### src/sv/mm_pkg.sv
package mm_pkg;

    localparam int IDX_W = 3;
    localparam int SIZE_W = 4;
    localparam int PORT_ELEM_W = 16;
    localparam int SUM_W = 40;
    localparam int TOK_W = 6;
    localparam int REG_IDX_W = 2;

    localparam logic [1:0] OP_WR_A = 2'd0;
    localparam logic [1:0] OP_WR_B = 2'd1;
    localparam logic [1:0] OP_COMPUTE = 2'd2;

    localparam logic [REG_IDX_W-1:0] REG_ROWS_A = 2'd0;
    localparam logic [REG_IDX_W-1:0] REG_INNER_LEN = 2'd1;
    localparam logic [REG_IDX_W-1:0] REG_COLS_B = 2'd2;

    localparam logic [SIZE_W-1:0] SIZE_RESET = 4'd8;

    // one result position walking down the cell chain
    typedef struct packed {
        logic             valid;
        logic             last;
        logic [TOK_W-1:0] row;
        logic [TOK_W-1:0] col;
    } tok_t;

    // element write into the stores spread over the cells
    typedef struct packed {
        logic             a_en;
        logic             b_en;
        logic [TOK_W-1:0] row;
        logic [TOK_W-1:0] col;
    } wr_t;

endpackage

### src/sv/mm_cell.sv
module mm_cell
    import mm_pkg::*;
#(
    parameter int MAX_DIM = 8,
    parameter int ELEM_WIDTH = 16,
    parameter int K = 0
)
(
    input  logic                            clk,
    input  logic                            rst_n,
    input  logic                            adv,
    input  logic [$clog2(MAX_DIM + 1)-1:0]  nk,
    input  wr_t                             wr,
    input  logic signed [ELEM_WIDTH-1:0]    wr_data,
    input  tok_t                            tok_in,
    input  logic signed [SUM_W-1:0]         sum_in,
    output tok_t                            tok_out,
    output logic signed [SUM_W-1:0]         sum_out
);

    localparam int DIM_W = (MAX_DIM > 1) ? $clog2(MAX_DIM) : 1;
    localparam int CNT_W = $clog2(MAX_DIM + 1);
    localparam int PROD_W = 2 * ELEM_WIDTH;
    localparam int ADD_W = ((SUM_W > PROD_W) ? SUM_W : PROD_W) + 1;
    localparam logic signed [ADD_W-1:0] SAT_HI = ADD_W'({1'b0, {(SUM_W - 1){1'b1}}});
    localparam logic signed [ADD_W-1:0] SAT_LO = -SAT_HI - ADD_W'(1);

    // column K of A and row K of B
    logic signed [ELEM_WIDTH-1:0] a_col_reg [MAX_DIM];
    logic signed [ELEM_WIDTH-1:0] b_row_reg [MAX_DIM];

    tok_t                      tok1_reg;
    tok_t                      tok2_reg;
    logic signed [SUM_W-1:0]   sum1_reg;
    logic signed [SUM_W-1:0]   sum2_reg;
    logic signed [PROD_W-1:0]  prod_reg;
    logic signed [ELEM_WIDTH-1:0] a_sel;
    logic signed [ELEM_WIDTH-1:0] b_sel;
    logic signed [ADD_W-1:0]   add_full;
    logic signed [SUM_W-1:0]   sum2_next;
    logic                      active;

    assign active = CNT_W'(K) < nk;
    assign a_sel = a_col_reg[tok_in.row[DIM_W-1:0]];
    assign b_sel = b_row_reg[tok_in.col[DIM_W-1:0]];

    always_ff @(posedge clk)
    begin
        if (wr.a_en && wr.col == TOK_W'(K))
        begin
            a_col_reg[wr.row[DIM_W-1:0]] <= wr_data;
        end
        if (wr.b_en && wr.row == TOK_W'(K))
        begin
            b_row_reg[wr.col[DIM_W-1:0]] <= wr_data;
        end
    end

    // saturate after each addition, same order as k rises along the chain
    always_comb
    begin
        add_full = ADD_W'(sum1_reg) + ADD_W'(prod_reg);
        if (!active)
        begin
            sum2_next = sum1_reg;
        end
        else if (add_full > SAT_HI)
        begin
            sum2_next = SUM_W'(SAT_HI);
        end
        else if (add_full < SAT_LO)
        begin
            sum2_next = SUM_W'(SAT_LO);
        end
        else
        begin
            sum2_next = SUM_W'(add_full);
        end
    end

    always_ff @(posedge clk or negedge rst_n)
    begin
        if (!rst_n)
        begin
            tok1_reg <= '0;
            tok2_reg <= '0;
        end
        else if (adv)
        begin
            tok1_reg <= tok_in;
            tok2_reg <= tok1_reg;
        end
    end

    always_ff @(posedge clk)
    begin
        if (adv)
        begin
            prod_reg <= a_sel * b_sel;
            sum1_reg <= sum_in;
            sum2_reg <= sum2_next;
        end
    end

    assign tok_out = tok2_reg;
    assign sum_out = sum2_reg;

endmodule

### config.mk
export PLATFORM = sky130hd
export DESIGN_NAME = mm_cell
export DESIGN_NICKNAME = d
export VERILOG_FILES = /design/src/sv/mm_pkg.sv /design/src/sv/mm_cell.sv
export SDC_FILE = /design/constraint.sdc
export NUM_CORES = 1
export LEC_CHECK = 0
export BUFFER_PORTS_ARGS = -buffer_cell sky130_fd_sc_hd__buf_4
export CORE_MARGIN = 2
export CORE_UTILIZATION = 30
export CTS_BUF_LIST = sky130_fd_sc_hd__clkbuf_2 sky130_fd_sc_hd__clkbuf_4 sky130_fd_sc_hd__clkbuf_8
export CTS_CLUSTER_SIZE = 24
export DETAILED_ROUTE_END_ITERATION = 12
export GPL_TIMING_DRIVEN = 0
export SLEW_MARGIN = 15
export SYNTH_ARGS = -nofsm -noshare
export SYNTH_HDL_FRONTEND = slang
export SYNTH_SLANG_ARGS = --single-unit
### constraint.sdc
create_clock -name clk -period 13.7 [get_ports clk]
set_clock_uncertainty 0.2 [all_clocks]
set_input_delay 1.37 -clock clk [delete_from_list [all_inputs] [get_ports clk]]
set_output_delay 1.37 -clock clk [all_outputs]
set_load 0.1 [all_outputs]
=== Word level (Yosys, flattened, before mapping) ===
Memory sizes are Yosys's and may differ from the RTL's.
Cells that the tools add are included.

* Bits in registers: 140
* RAM bits: 256
* Bits of input ports: 91
* Output and inout bits: 54
* Word-level logic and storage cells: 29
* Memories kept: 2

* $add $sub $neg: 1
* Multiply operators: 1
* Magnitude comparators: 3
* Muxes and demuxes: 7
* Reductions and logical operators: 4

{| class="wikitable"
|+ Memories
! memory !! words !! bits a word !! read ports !! clocked after Yosys merged registers in !! wr ports !! line !! RTL
|-
| a_col_reg || 8 || 16 || 1 || 0 || 1 || mm_cell.sv:29 || <nowiki>logic signed [ELEM_WIDTH-1:0] a_col_reg [MAX_DIM];</nowiki>
|-
| b_row_reg || 8 || 16 || 1 || 0 || 1 || mm_cell.sv:30 || <nowiki>logic signed [ELEM_WIDTH-1:0] b_row_reg [MAX_DIM];</nowiki>
|}

{| class="wikitable"
|+ Operator list
! cell !! number
|-
| 40-bit two-way mux || 3
|-
| 40-bit by 32-bit adder with 41-bit output || 1
|-
| 41-bit by 40-bit > comparator with 1-bit output (second input constant) || 1
|-
| 41-bit by 40-bit < comparator with 1-bit output (second input constant) || 1
|-
| 16-bit by 16-bit multiplier with 32-bit output || 1
|-
| 6-bit logical NOT || 2
|-
| 1-bit by 4-bit < comparator with 1-bit output (first input constant) || 1
|-
| 1-bit two-way mux || 4
|-
| 1-bit logical AND || 2
|}

=== Longest topological paths before layout ===
* Depth in word-level cells: 5
* Depth in mapped cells: 28
* Depth with buffers taken out: 25

=== Worst setup path after synthesis ===
OpenSTA, ideal clock, no wires.

* Path kind: input-to-reg
* Start point: input tok_in[0] (netlist bit)
* End point: register prod_reg[30] (data pin)
* Library setup time: 258 ps
* Arrival: 8247 ps
* Required time: 13242 ps
* Setup slack: 4995 ps
* Cell stages on the path: 26
* Buffers on the path: 3
* Cell sequence: clkbuf_1 -> buf_1 -> mux4_2 -> mux2i_1 -> clkbuf_1 -> nor2_1 -> fa_1 -> inv_1 -> fa_1 -> fa_1 -> inv_1 -> fa_1 -> fa_1 -> inv_1 -> fa_1 -> inv_1 -> ha_1 -> a21o_1 -> a21o_1 -> a221oi_1 -> o21ai_1 -> a41o_1 -> o21ai_0 -> nand2b_1 -> a21oi_1 -> xnor2_1

* Cells in the longest elaborated chain, start to end: 2

{| class="wikitable"
|+ RTL lines
! item !! line !! RTL
|-
| start: declaration || mm_cell.sv:15 || <nowiki>input tok_t tok_in,</nowiki>
|-
| memory 8 x 16 bit || -- ||
|-
| 16-bit by 16-bit multiplier with 32-bit output || mm_cell.sv:99 || <nowiki>prod_reg <= a_sel * b_sel;</nowiki>
|-
| end signal: assignment || mm_cell.sv:99 ||
|-
| end: declaration || mm_cell.sv:36 || <nowiki>logic signed [PROD_W-1:0] prod_reg;</nowiki>
|}

Every way passes these cells.
A chain may end at the register's enable or synchronous reset.

=== Final worst setup path ===
* Start point: input tok_in[0] (netlist bit)
* End point: register prod_reg[31] (data pin)

Same word-level chain as after synthesis.

==> impl_metrics.py <==
metrics = {
    "sta": {
        "fin_setup_tns_ns": 0,
        "finalCritPeriodShare_pct": 72.11,
        "setup_viol": 0,
        "slew_headroom_pct": 16.24,
        "fmaxAchievable_ghz": 0.1012,
        "tightest_slew_ns": 1.221,
        "hold_violations": 0,
        "slew_violations": 0,
        "rsz0062_at_grt": "false",
        "period_minus_slack_ns": 9.879,
    },
    "worst_setup_path": {
        "reg2regPathDepth": 24,
        "rrSetupSlack_ns": 5.11,
        "crit_type": "in2reg",
        "worstSetupEndpoint": "prod_reg[31]$_DFFE_PP_",
        "worstPathRequired_ns": 13.89,
        "end_kind": "register",
        "crit_arrival_ns": 10.07,
        "path_max_fanout": 10,
        "rr_endpoint": "prod_reg[31]$_DFFE_PP_",
        "r2r_start": "b_row_reg[7][4]$_DFFE_PP_",
        "crit_start": "tok_in[0]",
        "critPathLaunchType": "input pin",
    },
    "cells_and_area": {
        "nNetsFinal": 2844,
        "final_common_cell": "edfxtp_1",
        "layout_common_cells": "edfxtp_1, inv_1, fa_1",
        "area_growth_pct": 15.89,
        "drive_gt1_share_pct": 19.60,
        "fill_cells": 8642,
        "fin_util_pct": 35.11,
    },
    "synthesis": {
        "async_flop_share_pct": 7.071,
        "synth.area.top_cells": "edfxtp_1, fa_1, ha_1, mux4_2, inv_1",
        "syn_area_per_cell_um2": 12.55,
        "yosys.area.top_type": "edfxtp_1",
        "synth_warnings": 0,
        "postSynthCellCount": 2137,
        "synth.distinct_cells": 68,
        "ys.flop_type": "edfxtp_1",
        "synth_nets": 2613,
        "synth_seq_area_share_pct": 43.83,
        "synth-edff-count": 368,
        "netlist_area_um2": 26810,
        "synthDominantCellAreaShare_pct": 41.22,
        "synth_seq_cells": 396,
    },
    "global_route": {
        "antenna_found_initial": 2,
        "grt_pass1_vias": 17340,
        "grt_overflow_total": 0,
        "grt_pass1_wl_mm": 98.82,
        "grt_max_degree": 114,
        "track_usage_pct": 14.04,
    },
    "floorplanning": {
        "dieArea_um2": 91780,
        "die-height_um": 303.0,
        "initial_core_util_pct": 30.29,
        "ioPinCount": 145,
        "rows": 109,
        "coreArea_um2": 88510,
        "die_x_um": 303.0,
    },
    "route": {
        "drtAntennaViolNets": 0,
        "drc_errors": 17,
        "drt_wl_total_mm": 63.38,
        "via_per_inst": 4.633,
        "num_vias": 16630,
        "dr.pass1.iters": 9,
        "routedWlPerCell_um": 17.66,
        "drtIter0Drc": 1122,
    },
    "place": {
        "place_congestion": 0.8967,
        "port_buffers": 139,
        "dp_hpwl_mm": 49.11,
    },
    "clock_tree": {
        "hold_buffers": 0,
        "cts.sinks": 396,
        "cts_root_buf": "clkbuf_8",
        "cts_buffers": 70,
        "post_cts.repair.setup_buffers": 0,
        "cts_buffer_depth": 3,
        "ctsResizeCount": 0,
        "cts_tree": "yes",
        "clk_pin_slew_ns": 0.05,
        "insertion_delay_ns": 0.70,
        "htreeDepth": 3,
    },
    "flow_run": {
        "maxCapViolations": 0,
    },
    "outcome": {
        "status": "complete, but fails checks",
        "failed_checks": "DRC",
    },
    "worst_hold_path": {
        "min_path_type": "reg2reg",
    },
}
## per-stage QoR
step	area, um^2	instances	hold slack, ns	setup slack, ns
detailed placement	29600	3461	0.2924	3.139
global placement	29310	3441	0.2831	3.132
global route	31070	3590	0.3258	3.286
floorplan	26810	2137	0.2750	4.995
CTS	31060	3589	0.3054	3.856
finish	31070	3590	0.3000	3.821
## cell families (layout without fill, tap and decap cells)
kind of cell,Yosys count,in the layout,share of synthesized area (%)
buf+inv,378,665,5.502
fa+ha+maj,385,385,25.33
other cells,0,1,0
xor+xnor,70,70,2.287
mux,140,140,8.479
simple gates,517,517,8.381
compound gates,251,251,6.193
flops,396,396,43.83
## metal layers
layer  vias up  share of wire, %  track usage, %
li1       7749                 -               -
met1      8307                42           17.71
met2       468                49           24.35
met3       108               5.7           2.692
met4         2               2.5           4.304
met5         -             0.017               0
## critical path, stage by stage
cell and delay, ns:
clkbuf_1 0.28, buf_1 0.74, mux4_2 0.59, mux2i_1 0.83
clkbuf_1 0.58, nor2_1 0.14, fa_1 0.53, inv_1 0.05
fa_1 0.49, fa_1 0.52, inv_1 0.06, fa_1 0.47
inv_1 0.11, fa_1 0.43, fa_1 0.49, inv_1 0.04
ha_1 0.34, a21oi_1 0.16, nor2_1 0.05, o21ai_0 0.30
a21oi_1 0.18, a211oi_1 0.44, o21ai_0 0.28, a31o_2 0.27
a21o_1 0.18, xnor2_1 0.16
## synth_stat cells, types with 3 or more instances
cell and count:
and3_1 5, nand2_1 159, fa_1 263, a21oi_2 32, xor2_1 19, o211ai_1 5
mux4_2 64, nor4_1 7, mux2_2 47, inv_1 309, nand4_1 7, xnor2_1 51
o21bai_1 15, and2_1 5, mux2i_1 28, buf_6 5, nand2b_1 33, a21oi_1 70
a41o_1 4, a31oi_1 8, a211oi_1 9, edfxtp_1 368, or3_1 6, nand3_1 20
o21ai_0 39, o21ai_1 12, buf_2 9, buf_1 3, or2_2 13, ha_1 122
dfrtp_1 28, clkbuf_1 50, nor2_1 229, nor3_1 14, a21o_1 30, nor2b_1 7
## worst min-delay path by stage
stage                                   startpoint                        to  slack (ns)  cells past startpoint
after CTS                 tok1_reg[12]$_DFFE_PN0P_   tok_out[12]$_DFFE_PN0P_        0.31                      1
after global routing       tok1_reg[9]$_DFFE_PN0P_    tok_out[9]$_DFFE_PN0P_        0.33                      1
after global placement    tok1_reg[12]$_DFFE_PN0P_   tok_out[12]$_DFFE_PN0P_        0.28                      1
after floorplan           tok1_reg[11]$_DFFE_PN0P_  tok1_reg[11]$_DFFE_PN0P_        0.27                      1
final                     tok1_reg[13]$_DFFE_PN0P_  tok1_reg[13]$_DFFE_PN0P_        0.30                      1
after detailed placement  tok1_reg[12]$_DFFE_PN0P_   tok_out[12]$_DFFE_PN0P_        0.29                      1
## layout make-up
class	count	area, um^2	area share (%)
Multi-Input combinational cell	1363	13650	43.94
Sequential cell	396	11750	37.82
Tap cell	1165	1458	4.691
Timing Repair Buffer	159	1272	4.095
Clock buffer	95	1164	3.745
Inverter	309	1160	3.733
Buffer	69	315.3	1.015
Clock inverter	33	295.3	0.9503
Antenna cell	1	2.502	0.008053
Power is left out: the tool's default activity adds up to more than one toggle a clock period on the data nets, which glitch-free logic cannot reach.
