[config.mk]
export PLATFORM = sky130hd
export DESIGN_NAME = mm_seq
export DESIGN_NICKNAME = d
export VERILOG_FILES = /design/src/sv/mm_pkg.sv /design/src/sv/mm_seq.sv
export SDC_FILE = /design/constraint.sdc
export NUM_CORES = 1
export LEC_CHECK = 0
export BUFFER_PORTS_ARGS = -buffer_cell sky130_fd_sc_hd__buf_2
export CORE_MARGIN = 2
export CORE_UTILIZATION = 45
export DETAILED_ROUTE_END_ITERATION = 16
export PLACE_DENSITY = 0.76
export SYNTH_ARGS = -nofsm -noshare
export SYNTH_HDL_FRONTEND = slang
export SYNTH_SLANG_ARGS = --single-unit
[constraint.sdc]
create_clock -name clk -period 6.45 [get_ports clk]
set_input_delay 0.645 -clock clk [delete_from_list [all_inputs] [get_ports clk]]
set_output_delay 0.645 -clock clk [all_outputs]
set_load 0.05 [all_outputs]
[src/sv/mm_pkg.sv]
package mm_pkg;

    localparam int IDX_W = 3;
    localparam int SIZE_W = 4;
    localparam int PORT_ELEM_W = 16;
    localparam int SUM_W = 40;
    localparam int TOK_W = 6;
    localparam int REG_IDX_W = 2;

    localparam logic [1:0] OP_WR_A = 2'd0;
    localparam logic [1:0] OP_WR_B = 2'd1;
    localparam logic [1:0] OP_COMPUTE = 2'd2;

    localparam logic [REG_IDX_W-1:0] REG_ROWS_A = 2'd0;
    localparam logic [REG_IDX_W-1:0] REG_INNER_LEN = 2'd1;
    localparam logic [REG_IDX_W-1:0] REG_COLS_B = 2'd2;

    localparam logic [SIZE_W-1:0] SIZE_RESET = 4'd8;

    // one result position walking down the cell chain
    typedef struct packed {
        logic             valid;
        logic             last;
        logic [TOK_W-1:0] row;
        logic [TOK_W-1:0] col;
    } tok_t;

    // element write into the stores spread over the cells
    typedef struct packed {
        logic             a_en;
        logic             b_en;
        logic [TOK_W-1:0] row;
        logic [TOK_W-1:0] col;
    } wr_t;

endpackage

[src/sv/mm_seq.sv]
module mm_seq
    import mm_pkg::*;
#(
    parameter int MAX_DIM = 8
)
(
    input  logic                            clk,
    input  logic                            rst_n,
    input  logic                            start,
    input  logic                            adv,
    input  logic [$clog2(MAX_DIM + 1)-1:0]  nr,
    input  logic [$clog2(MAX_DIM + 1)-1:0]  nc,
    output tok_t                            tok
);

    localparam int DIM_W = (MAX_DIM > 1) ? $clog2(MAX_DIM) : 1;
    localparam int CNT_W = $clog2(MAX_DIM + 1);

    logic             active_reg;
    logic [DIM_W-1:0] r_reg;
    logic [DIM_W-1:0] c_reg;
    logic             row_end;
    logic             col_end;

    assign col_end = (CNT_W'(c_reg) + CNT_W'(1)) == nc;
    assign row_end = (CNT_W'(r_reg) + CNT_W'(1)) == nr;

    assign tok.valid = active_reg;
    assign tok.last = row_end && col_end;
    assign tok.row = TOK_W'(r_reg);
    assign tok.col = TOK_W'(c_reg);

    // row-major walk over the result, one position per advance
    always_ff @(posedge clk or negedge rst_n)
    begin
        if (!rst_n)
        begin
            active_reg <= 1'b0;
            r_reg <= '0;
            c_reg <= '0;
        end
        else if (start)
        begin
            active_reg <= 1'b1;
            r_reg <= '0;
            c_reg <= '0;
        end
        else if (active_reg && adv)
        begin
            if (col_end)
            begin
                c_reg <= '0;
                r_reg <= r_reg + DIM_W'(1);
                if (row_end)
                begin
                    active_reg <= 1'b0;
                end
            end
            else
            begin
                c_reg <= c_reg + DIM_W'(1);
            end
        end
    end

endmodule

# Word level (Yosys, flattened, before mapping)
# Cells that the tools add are included.
[classes] reduce_logical=7 n_eq_ne=2 n_addsub=4 mux=10
[ops] operator="$mux 3" n=6
[ops] operator="$add 3x1->4 const B" n=2
[ops] operator="$eq 4x4->1" n=2
[ops] operator="$add 3x1->3 const B" n=2
[ops] operator="$reduce_bool 2->1" n=3
[ops] operator="$mux 1" n=4
[ops] operator="$reduce_and 3->1" n=1
[ops] operator="$logic_and 1x1->1" n=2
[ops] operator="$reduce_and 2->1" n=1
[totals] wordCells=26 input_bits=12 regBits=7 output_inout_bits=14

# Depth between registers and ports, before layout
# Gate-level depths: netlist of the first run.
[logic_depth] depth_word=6 mapped_depth=5 mapped_depth_nobuf=5

# Worst setup path after synthesis of the first run
# No wires, ideal clock.
[synth_path] path_type="register to output" startpoint="register c_reg[0]" endpoint="output port tok[12] (netlist bit)" arrival_ps=2416 required_time_ps=5805 path_stages_with_launch=6 setup_slack_ps=3389 n_path_buf=0 cell_sequence="dfrtp_1 > ha_1 > xor2_1 > or4_4 > a21oi_1 > and3_1"
[synth_lines] element="start: declaration" line_no="mm_seq.sv:21" rtl="logic [DIM_W-1:0] c_reg;"
[synth_lines] element="start signal: assignment" line_no="mm_seq.sv:61" rtl="c_reg <= c_reg + DIM_W'(1);"
[synth_lines] element="end: declaration" line_no="mm_seq.sv:13" rtl="output tok_t tok"

==> metrics.txt, run 1 <==
Post-Route WL 1150 microns; YS warnings 0; Final Wtd Congestion 0.793; clock latency on the worst-skew pair 260 ps; All-Layer GR Usage 0.171; fmax 323 MHz; FF+latch count, synth 7; Clock transition at path regs 60 ps; Hold-fix buffers, CTS 0; fillcell total 119; sequential fraction of design power 0.365; outcome complete, no violations; Synth top area share 0.291; number of H-tree levels 1; Root Buffer clkbuf_4; Placement Rows 13; 1st-iter DRT viols 4; Synth Cell Area 602 sq um; die height 40.6 microns; PwrDens 192 mW/mm^2; final hold violation count 0; Slew Viols, Final 0; setup ws final 3360 ps; Setup TNS 0 ps; # port buffers 19; crit path launch c_reg[0]; DRT antenna net count 0; Area Growth Syn to Fin 17.0%; Nets 102; Clk pwr share 0.311; die width 40.6 microns; Via density 5.12; Num CTS Buffers 3; final core utilization 0.555; WS Path Type register to primary output; Core Footprint 0.00127 sq mm; maximum clock path buffer count 2; commonest non-fill, non-tap cell in the layout buf_2; syn_area_per_cell 8.98 sq um; initial antenna violation count 0; # DRC 0; boundary pin count 26; Layout Skew 0.961 ps; CP Capture Type primary output; sw frac 0.385; Pleak 0.000340 uW; max-cap violations 0; Synth Instances 67; Post-CTS Resized 0; GR Overflow Total 0; DR WL/cell 11.3 microns; HP Class primary input to asynchronous set/reset pin; CTS tree yes; most frequent cells in the layout buf_2 (19), dfrtp_1 (7), conb_1 (6), nand3_1 (5); Starting Density 0.474; critical path arrival 2450 ps; CTS sink count 7; count of final setup violators 0; Reg-to-Reg Start c_reg[0]; vias in the first global route 444; fraction of layout cells with a size suffix above 1 0.322; Ant. Diodes 0; Comb power frac 0.324; most area-consuming cells after synthesis dfrtp_1 (29%), buf_4 (8.7%), xnor2_1 (5.8%); Startpoint Class register; Multi-input gate area 378 sq um; first-pass GRT wire length 1800 microns; setup bufs post-CTS 0; sequential area share after synthesis 0.291; largest net degree at the start of global routing 10; Internal 83.4 uW; Vias 522; period utilisation layout 0.479; hpwl dp 918 microns; sequential cell area 175 sq um; RSZ-0062 raised after global routing false; worst slack at placement 3640 ps; area of the die 0.00165 sq mm; switching power total 52.2 uW; worst path required time 5800 ps; crit-path max FO 7; Worst Reg2Reg Path Length in Cells 5; maximum vdd drop 0.115 mV; crit path time final 3090 ps; Fin Hold WS 208 ps; largest area contributor in the netlist dfrtp_1; Synth cell types 29; Detailed Routing Iterations Pass 1 5
==> layout make-up <==
cell class              instances  share of cell area
flip-flops and latches          7               0.249
multi-input cells              54               0.536
repair buffers                 19               0.135
clock buffers                   4              0.0373
well taps                      15              0.0266
inverters                       3              0.0160
==> per-stage QoR <==
step / power, uW / std cells / instance area, sq um
after floorplan: 86.5 / 72 / 621
after global placement: 93.2 / 98 / 678
after detailed placement: 94.1 / 98 / 678
after CTS: 136 / 102 / 704
after global routing: 143 / 102 / 704
final: 136 / 102 / 704
==> path summary, 6_finish.rpt <==
check,endpoint,slack (ps)
min,c_reg[2],210
max reg2reg,r_reg[0],4150
min in group clk,r_reg[1],590
max,tok[12],3360
min reg2reg,r_reg[1],590
max in group asynchronous,r_reg[0],6090
==> per-layer routing <==
metal	global-route usage	vias to the layer above	wire, microns
met1	0.208	244	510
met3	0.0667	2	72
met2	0.274	18	550
met4	0.0500	0	14
li1	-	258	-
met5	0	-	0
==> cells by family after synthesis <==
group / Yosys count / share of synthesized area
muxes: 4 / 0.0769
buffers and inverters: 11 / 0.112
DFF: 7 / 0.291
AOI/OAI and AO/OA: 9 / 0.129
adders and majority gates: 2 / 0.0416
xor gates and xnor gates: 8 / 0.116
and+or+nand+nor: 25 / 0.227
other: 1 / 0.00623
==> worst max-delay path, stage by stage, from the launching register on <==
cell and delay (ps):
dfrtp_1 450, ha_1 350, xor2_1 170, or4_4 560, a21oi_1 210, and3_1 190
buf_2 260
==> power groups by stage <==
stage / Combinational [uW] / Clock (uW) / Sequential [uW]
2_1_floorplan: 29.0 / 0 / 57.5
3_3_place_gp: 43.3 / 0 / 50.0
3_5_place_dp: 43.9 / 0 / 50.2
4_1_cts: 44.1 / 43.0 / 49.4
5_1_grt: 47.8 / 45.4 / 50.0
6_report: 43.9 / 42.2 / 49.5
==> cell usage after synthesis <==
master	count
buf_4	7
dfrtp_1	7
nand3_1	5
nand2_1	4
nor2_1	4
xnor2_1	4
xor2_1	4
a211oi_1	3
inv_1	3
nor2b_1	3
nor3_1	3
ha_1	2
mux2i_1	2
a211oi_4	1
a21boi_0	1
a21oi_1	1
a41oi_1	1
and3_1	1
clkbuf_1	1
conb_1	1
mux2_2	1
mux2_4	1
nand2b_1	1
nand3b_1	1
o21ai_0	1
o41ai_1	1
or2b_2	1
or3_2	1
or4_4	1
(Power assumes the default switching activity.)
==> run 2, diff against run 1 <==
--- a/config.mk
+++ b/config.mk
@@ -5,11 +5,12 @@
 export SDC_FILE = /design/constraint.sdc
 export NUM_CORES = 1
 export LEC_CHECK = 0
+export ABC_AREA = 1
 export BUFFER_PORTS_ARGS = -buffer_cell sky130_fd_sc_hd__buf_2
 export CORE_MARGIN = 2
 export CORE_UTILIZATION = 45
 export DETAILED_ROUTE_END_ITERATION = 16
-export PLACE_DENSITY = 0.76
+export PLACE_DENSITY = 0.75
 export SYNTH_ARGS = -nofsm -noshare
 export SYNTH_HDL_FRONTEND = slang
 export SYNTH_SLANG_ARGS = --single-unit
==> constraint.sdc (replaced) <==
create_clock -name clk -period 3.1 [get_ports clk]
set_input_delay 0.31 -clock clk [delete_from_list [all_inputs] [get_ports clk]]
set_output_delay 0.31 -clock clk [all_outputs]
set_load 0.05 [all_outputs]
==> run 2 against run 1 <==
Effect of this change:
- design area rose by 9.2%
- clock-buffer cell count did not move
- critical path depth rose by 3
- die area rose by 7.7%
- hold slack improved by 110 ps
==> metrics.txt, run 2 <==
# port buffers 19; Ant. Diodes 0; Worst path max stage delay 440 ps; CP top delay family simple AND/OR/NAND/NOR gates; first-pass GRT wire length 2260 microns; hpwl dp 1010 microns; count of final setup violators 0; Starting Density 0.490; main flop type after synthesis dfrtp_1; ys async rst share 1.00; Synth cell types 19; Internal 195 uW; Final Wtd Congestion 0.809; 1st-iter DRT viols 11; initial antenna violation count 0; CP Capture Type primary output; final hold violation count 0; All-Layer GR Usage 0.168; sequential cell area 175 sq um; most frequent cell after synthesis nand2_1; Comb power frac 0.428; slowest cell on the critical path dfrtp_1; clock latency on the worst-skew pair 260 ps; GR Overflow Total 0; largest area contributor in the netlist dfrtp_1; crit path time final 2190 ps; critical path cell sequence ha_1, inv_1, nand2_1, nand2_1, nand2_4, nor2_4, nand2_4, nor2_1, buf_2; Core Footprint 0.00133 sq mm; CTS tree yes; vias in the first global route 531; sequential fraction of design power 0.324; period utilisation layout 0.707; sw frac 0.447; WP buf/inv 2; fraction of layout cells with a size suffix above 1 0.364; maximum clock path buffer count 2; area of the die 0.00177 sq mm; HP Class primary input to register; Setup TNS 0 ps; Vias 588; Startpoint Class register; DRT antenna net count 0; Num CTS Buffers 3; largest net degree at the start of global routing 11; crit-path max FO 6; worst path required time 2790 ps; commonest non-fill, non-tap cell in the layout buf_2; setup ws final 908 ps; Post-Route WL 1290 microns; Synth top cells by count nand2_1 (18), inv_1 (8), buf_4 (7), dfrtp_1 (7); syn_area_per_cell 7.68 sq um; Placement Rows 13; CTS sink count 7; die width 42.1 microns; max-cap violations 0; Via density 4.82; # DRC 0; most area-consuming cells after synthesis dfrtp_1 (27%), nand2_1 (10%), nand2_4 (8.6%); Slew Viols, Final 0; Synth Cell Area 653 sq um; Area Growth Syn to Fin 17.8%; number of synthesized flops with an enable pin 0; Layout Skew 0.401 ps; PwrDens 457 mW/mm^2; Synth Instances 85; Root Buffer clkbuf_4; Clk pwr share 0.247; maximum vdd drop 0.221 mV; boundary pin count 26; Pleak 0.000448 uW; die height 42.1 microns; Clock transition at path regs 50 ps; RSZ-0062 raised after global routing false; fillcell total 122; sequential area share after synthesis 0.268; WS Path Type register to primary output; Nets 122; Detailed Routing Iterations Pass 1 4; critical path arrival 1880 ps; outcome complete, no violations; Synth top area share 0.268; Multi-input gate area 385 sq um; YS warnings 0; switching power total 157 uW; fmax 456 MHz; number of H-tree levels 1; DR WL/cell 10.6 microns; worst slack at placement 1190 ps; most frequent cells in the layout buf_2 (19), nand2_1 (18), inv_1 (8), dfrtp_1 (7); FF+latch count, synth 7
## run 2: cell types whose count changed after synthesis, moves of 3 or more
cell / delta
nand3_2: +4
nand4_1: +6
nand2_4: +5
nand2_1: +14
nor3_1: -3
a211oi_1: -3
inv_1: +5
nor2b_1: -3
inv_2: +3
## run 2: through the flow
step / power (uW) / instance area, sq um / cells / hold WS [ps] / util
finish: 352 / 769 / 122 / 321 / 0.577
detailed placement: 265 / 733 / 117 / 150 / 0.550
global placement: 263 / 733 / 117 / 147 / 0.550
CTS: 355 / 769 / 122 / 319 / 0.577
global route: 376 / 769 / 122 / 321 / 0.577
floorplan: 239 / 672 / 90 / 14.4 / -
## run 2: logic make-up after synthesis
| group | Yosys count | share of synthesized area |
|---|---|---|
| AO/OA/AOI/OAI | 2 | 0.0153 |
| adder cells (fa/ha/maj) | 2 | 0.0383 |
| flip-flops | 7 | 0.268 |
| other | 1 | 0.00574 |
| AND/OR/NAND/NOR | 49 | 0.435 |
| buffers and inverters | 19 | 0.171 |
| XOR/XNOR | 5 | 0.0671 |
## run 2: path summary, 6_finish.rpt
| kind | start | to | slack [ps] | depth (start not counted) |
|---|---|---|---|---|
| max | c_reg[0] | tok[12] | 910 | 9 |
| min | start | active_reg | 320 | 3 |
| max reg2reg | c_reg[0] | r_reg[0] | 1510 | 11 |
| min reg2reg | r_reg[1] | r_reg[1] | 540 | 2 |
| max in group asynchronous | rst_n | r_reg[1] | 2530 | 2 |
| min in group asynchronous | rst_n | c_reg[2] | 410 | 2 |
## run 2: worst register-to-register path, cell delays in order (launching register included)
cell and delay (ps):
dfrtp_1 440, ha_1 350, inv_1 60, nand2_1 40, nand2_1 110, nand2_4 60, nor2_4 120, nand2_4 80
nand2_4 70, nand2_4 50, nand2_1 60, nand2_1 50
## run 2: repair_timing
action | 4_1_cts | 5_1_grt
gates resized for setup | 0 | 0
hold buffers | 1 | 0
setup endpoints to repair | 0 | 0
buffers inserted | 0 | 0
hold endpoints to repair | 7 | 0
## run 2: final cells by class
| cell class | instances | area share |
|---|---|---|
| inverter | 12 | 0.0764 |
| multi-input combinational | 64 | 0.501 |
| clock buffer | 4 | 0.0341 |
| tap | 15 | 0.0244 |
| timing repair buffer | 20 | 0.137 |
| sequential | 7 | 0.228 |
## run 2: power groups by stage
stage / Combinational (uW) / Sequential, uW / Clock (uW)
after floorplan: 96.7 / 143 / 0
after global placement: 149 / 114 / 0
after detailed placement: 150 / 115 / 0
after CTS: 152 / 114 / 89.5
after global routing: 165 / 116 / 94.8
final: 151 / 114 / 87.0
## run 2: layer usage
layer | share of wire | global-route usage | vias up
li1 | - | - | 300
met1 | 0.41 | 0.218 | 268
met2 | 0.51 | 0.256 | 17
met3 | 0.067 | 0.0776 | 3
met4 | 0.0085 | 0.0375 | 0
met5 | 0 | 0 | -
==> run 3, diff against run 2 <==
--- a/config.mk
+++ b/config.mk
@@ -5,12 +5,12 @@
 export SDC_FILE = /design/constraint.sdc
 export NUM_CORES = 1
 export LEC_CHECK = 0
-export ABC_AREA = 1
+export ABC_AREA = 0
 export BUFFER_PORTS_ARGS = -buffer_cell sky130_fd_sc_hd__buf_2
 export CORE_MARGIN = 2
 export CORE_UTILIZATION = 45
 export DETAILED_ROUTE_END_ITERATION = 16
-export PLACE_DENSITY = 0.75
+export PLACE_DENSITY = 0.76
 export SYNTH_ARGS = -nofsm -noshare
 export SYNTH_HDL_FRONTEND = slang
 export SYNTH_SLANG_ARGS = --single-unit
==> constraint.sdc (replaced) <==
create_clock -name clk -period 2.2 [get_ports clk]
set_input_delay 0.22 -clock clk [delete_from_list [all_inputs] [get_ports clk]]
set_output_delay 0.22 -clock clk [all_outputs]
set_load 0.05 [all_outputs]
==> run 3 against run 2 <==
Effect of this change:
- global-route usage rose by 4.2 points
- clock power grew 52%
- largest power group unchanged
- the flow now finishes with violations (setup timing)
- non-clock buffer count grew 5
- worst setup slack worse by 1000 ps
- combinational power about the same
- total power up 22%
- design area increased by 4.2%
==> metrics.txt, run 3 (same netlist as run 1, synthesis figures left out) <==
outcome finished, violations left; failing checks setup timing; Reg-to-Reg Start c_reg[1]; number of H-tree levels 1; Placement Rows 13; fillcell total 103; crit path time final 2300 ps; Reg2Reg Capture Point r_reg[0]; fraction of layout cells with a size suffix above 1 0.419; HP Class primary input to register; Pleak 0.000366 uW; Layout Skew 3.87 ps; Final Wtd Congestion 0.702; 1st-iter DRT viols 6; RSZ-0062 raised after global routing true; boundary pin count 26; crit path capture tok[12]; period utilisation layout 1.05; Worst Reg2Reg Path Length in Cells 6; Vias 549; hpwl dp 1040 microns; reg-to-reg slack, setup 0 ps; most frequent cells in the layout buf_2 (18), conb_1 (6), nand3_1 (5), dfrtp_1 (5), buf_4 (5); CP Capture Type primary output; worst path required time 1980 ps; GR Overflow Total 0; # DRC 0; die height 40.6 microns; worst slack at placement 16.8 ps; WS Path Type register to primary output; Area Growth Syn to Fin 33.3%; vias in the first global route 511; commonest non-fill, non-tap cell in the layout buf_2; CTS tree yes; max-cap violations 0; Ant. Diodes 0; area of the die 0.00165 sq mm; # port buffers 19; placed instance area 733 sq um; Root Buffer clkbuf_4; Detailed Routing Iterations Pass 1 4; die width 40.6 microns; initial antenna violation count 0; crit path launch c_reg[1]; PwrDens 534 mW/mm^2; CTS sink count 7; first-pass GRT wire length 2180 microns; crit-path max FO 2; Startpoint Class register; maximum vdd drop 0.363 mV; largest net degree at the start of global routing 10; Multi-input gate area 415 sq um; Num CTS Buffers 3; fmax 434 MHz; DR WL/cell 12.8 microns; DRT antenna net count 0; Final Cell Area 802 sq um; Via density 5.08; setup ws final -102 ps; maximum clock path buffer count 2; All-Layer GR Usage 0.210; Core Footprint 0.00127 sq mm; critical path arrival 2080 ps; Post-Route WL 1380 microns; Starting Density 0.474; sequential cell area 178 sq um; count of final setup violators 1; clock latency on the worst-skew pair 270 ps; Clock transition at path regs 60 ps; Slew Viols, Final 0; Nets 108; final hold violation count 0
==> run 3: worst max-delay path, cell delays in order, from the launching register on <==
cell,delay [ps]
dfrtp_2,430
ha_4,250
xor2_1,140
or4_4,530
a21oi_4,140
and3_4,200
buf_8,140
==> run 3: power breakdown <==
part / switching [uW] / internal, uW / leakage (uW)
logic: 100 / 51.8 / 0.000263
registers: 8.48 / 136 / 0.0000879
clock network: 61.5 / 70.1 / 0.0000150
total: 170 / 258 / 0.000366
==> run 3: timing repair <==
item | 4_1_cts | 5_1_grt
setup endpoints to repair | 1 | 3
setup buffers | 2 | 0
endpoints found under the hold margin | 7 | 0
gates resized for setup | 3 | 1
hold buffers | 1 | 0
pin swaps | 3 | 3
==> run 3: worst min-delay path by stage <==
stage | to | cells past startpoint | start
after CTS | c_reg[2] | 2 | start
final | c_reg[2] | 2 | start
after global routing | c_reg[2] | 2 | start
after detailed placement | r_reg[0] | 1 | rst_n
after global placement | r_reg[0] | 1 | rst_n
after floorplan | active_reg | 0 | rst_n
==> run 3: cell type report <==
type                            instances  share of cell area
Multi-Input combinational cell         54               0.518
Sequential cell                         7               0.222
Clock buffer                            4              0.0328
Timing Repair Buffer                   25               0.190
Tap cell                               15              0.0234
Inverter                                3              0.0140
==> run 3: stage by stage <==
step	hold slack (ps)	std cells	TNS [ps]	util	total power (uW)
final	248	108	-102	0.632	428
after global routing	270	108	-182	0.632	449
after CTS	243	108	-132	0.626	428
after detailed placement	65.9	101	0	0.578	291
after global placement	62.8	101	0	0.578	286
after floorplan	-75.6	72	0	-	260
==> run 3: per-layer routing <==
metal  wire length, microns  GRT usage  share of wire
met5                      0          0              0
met4                     19      0.108          0.014
met3                     47     0.0500          0.034
met2                    715      0.357           0.52
met1                    597      0.241           0.43
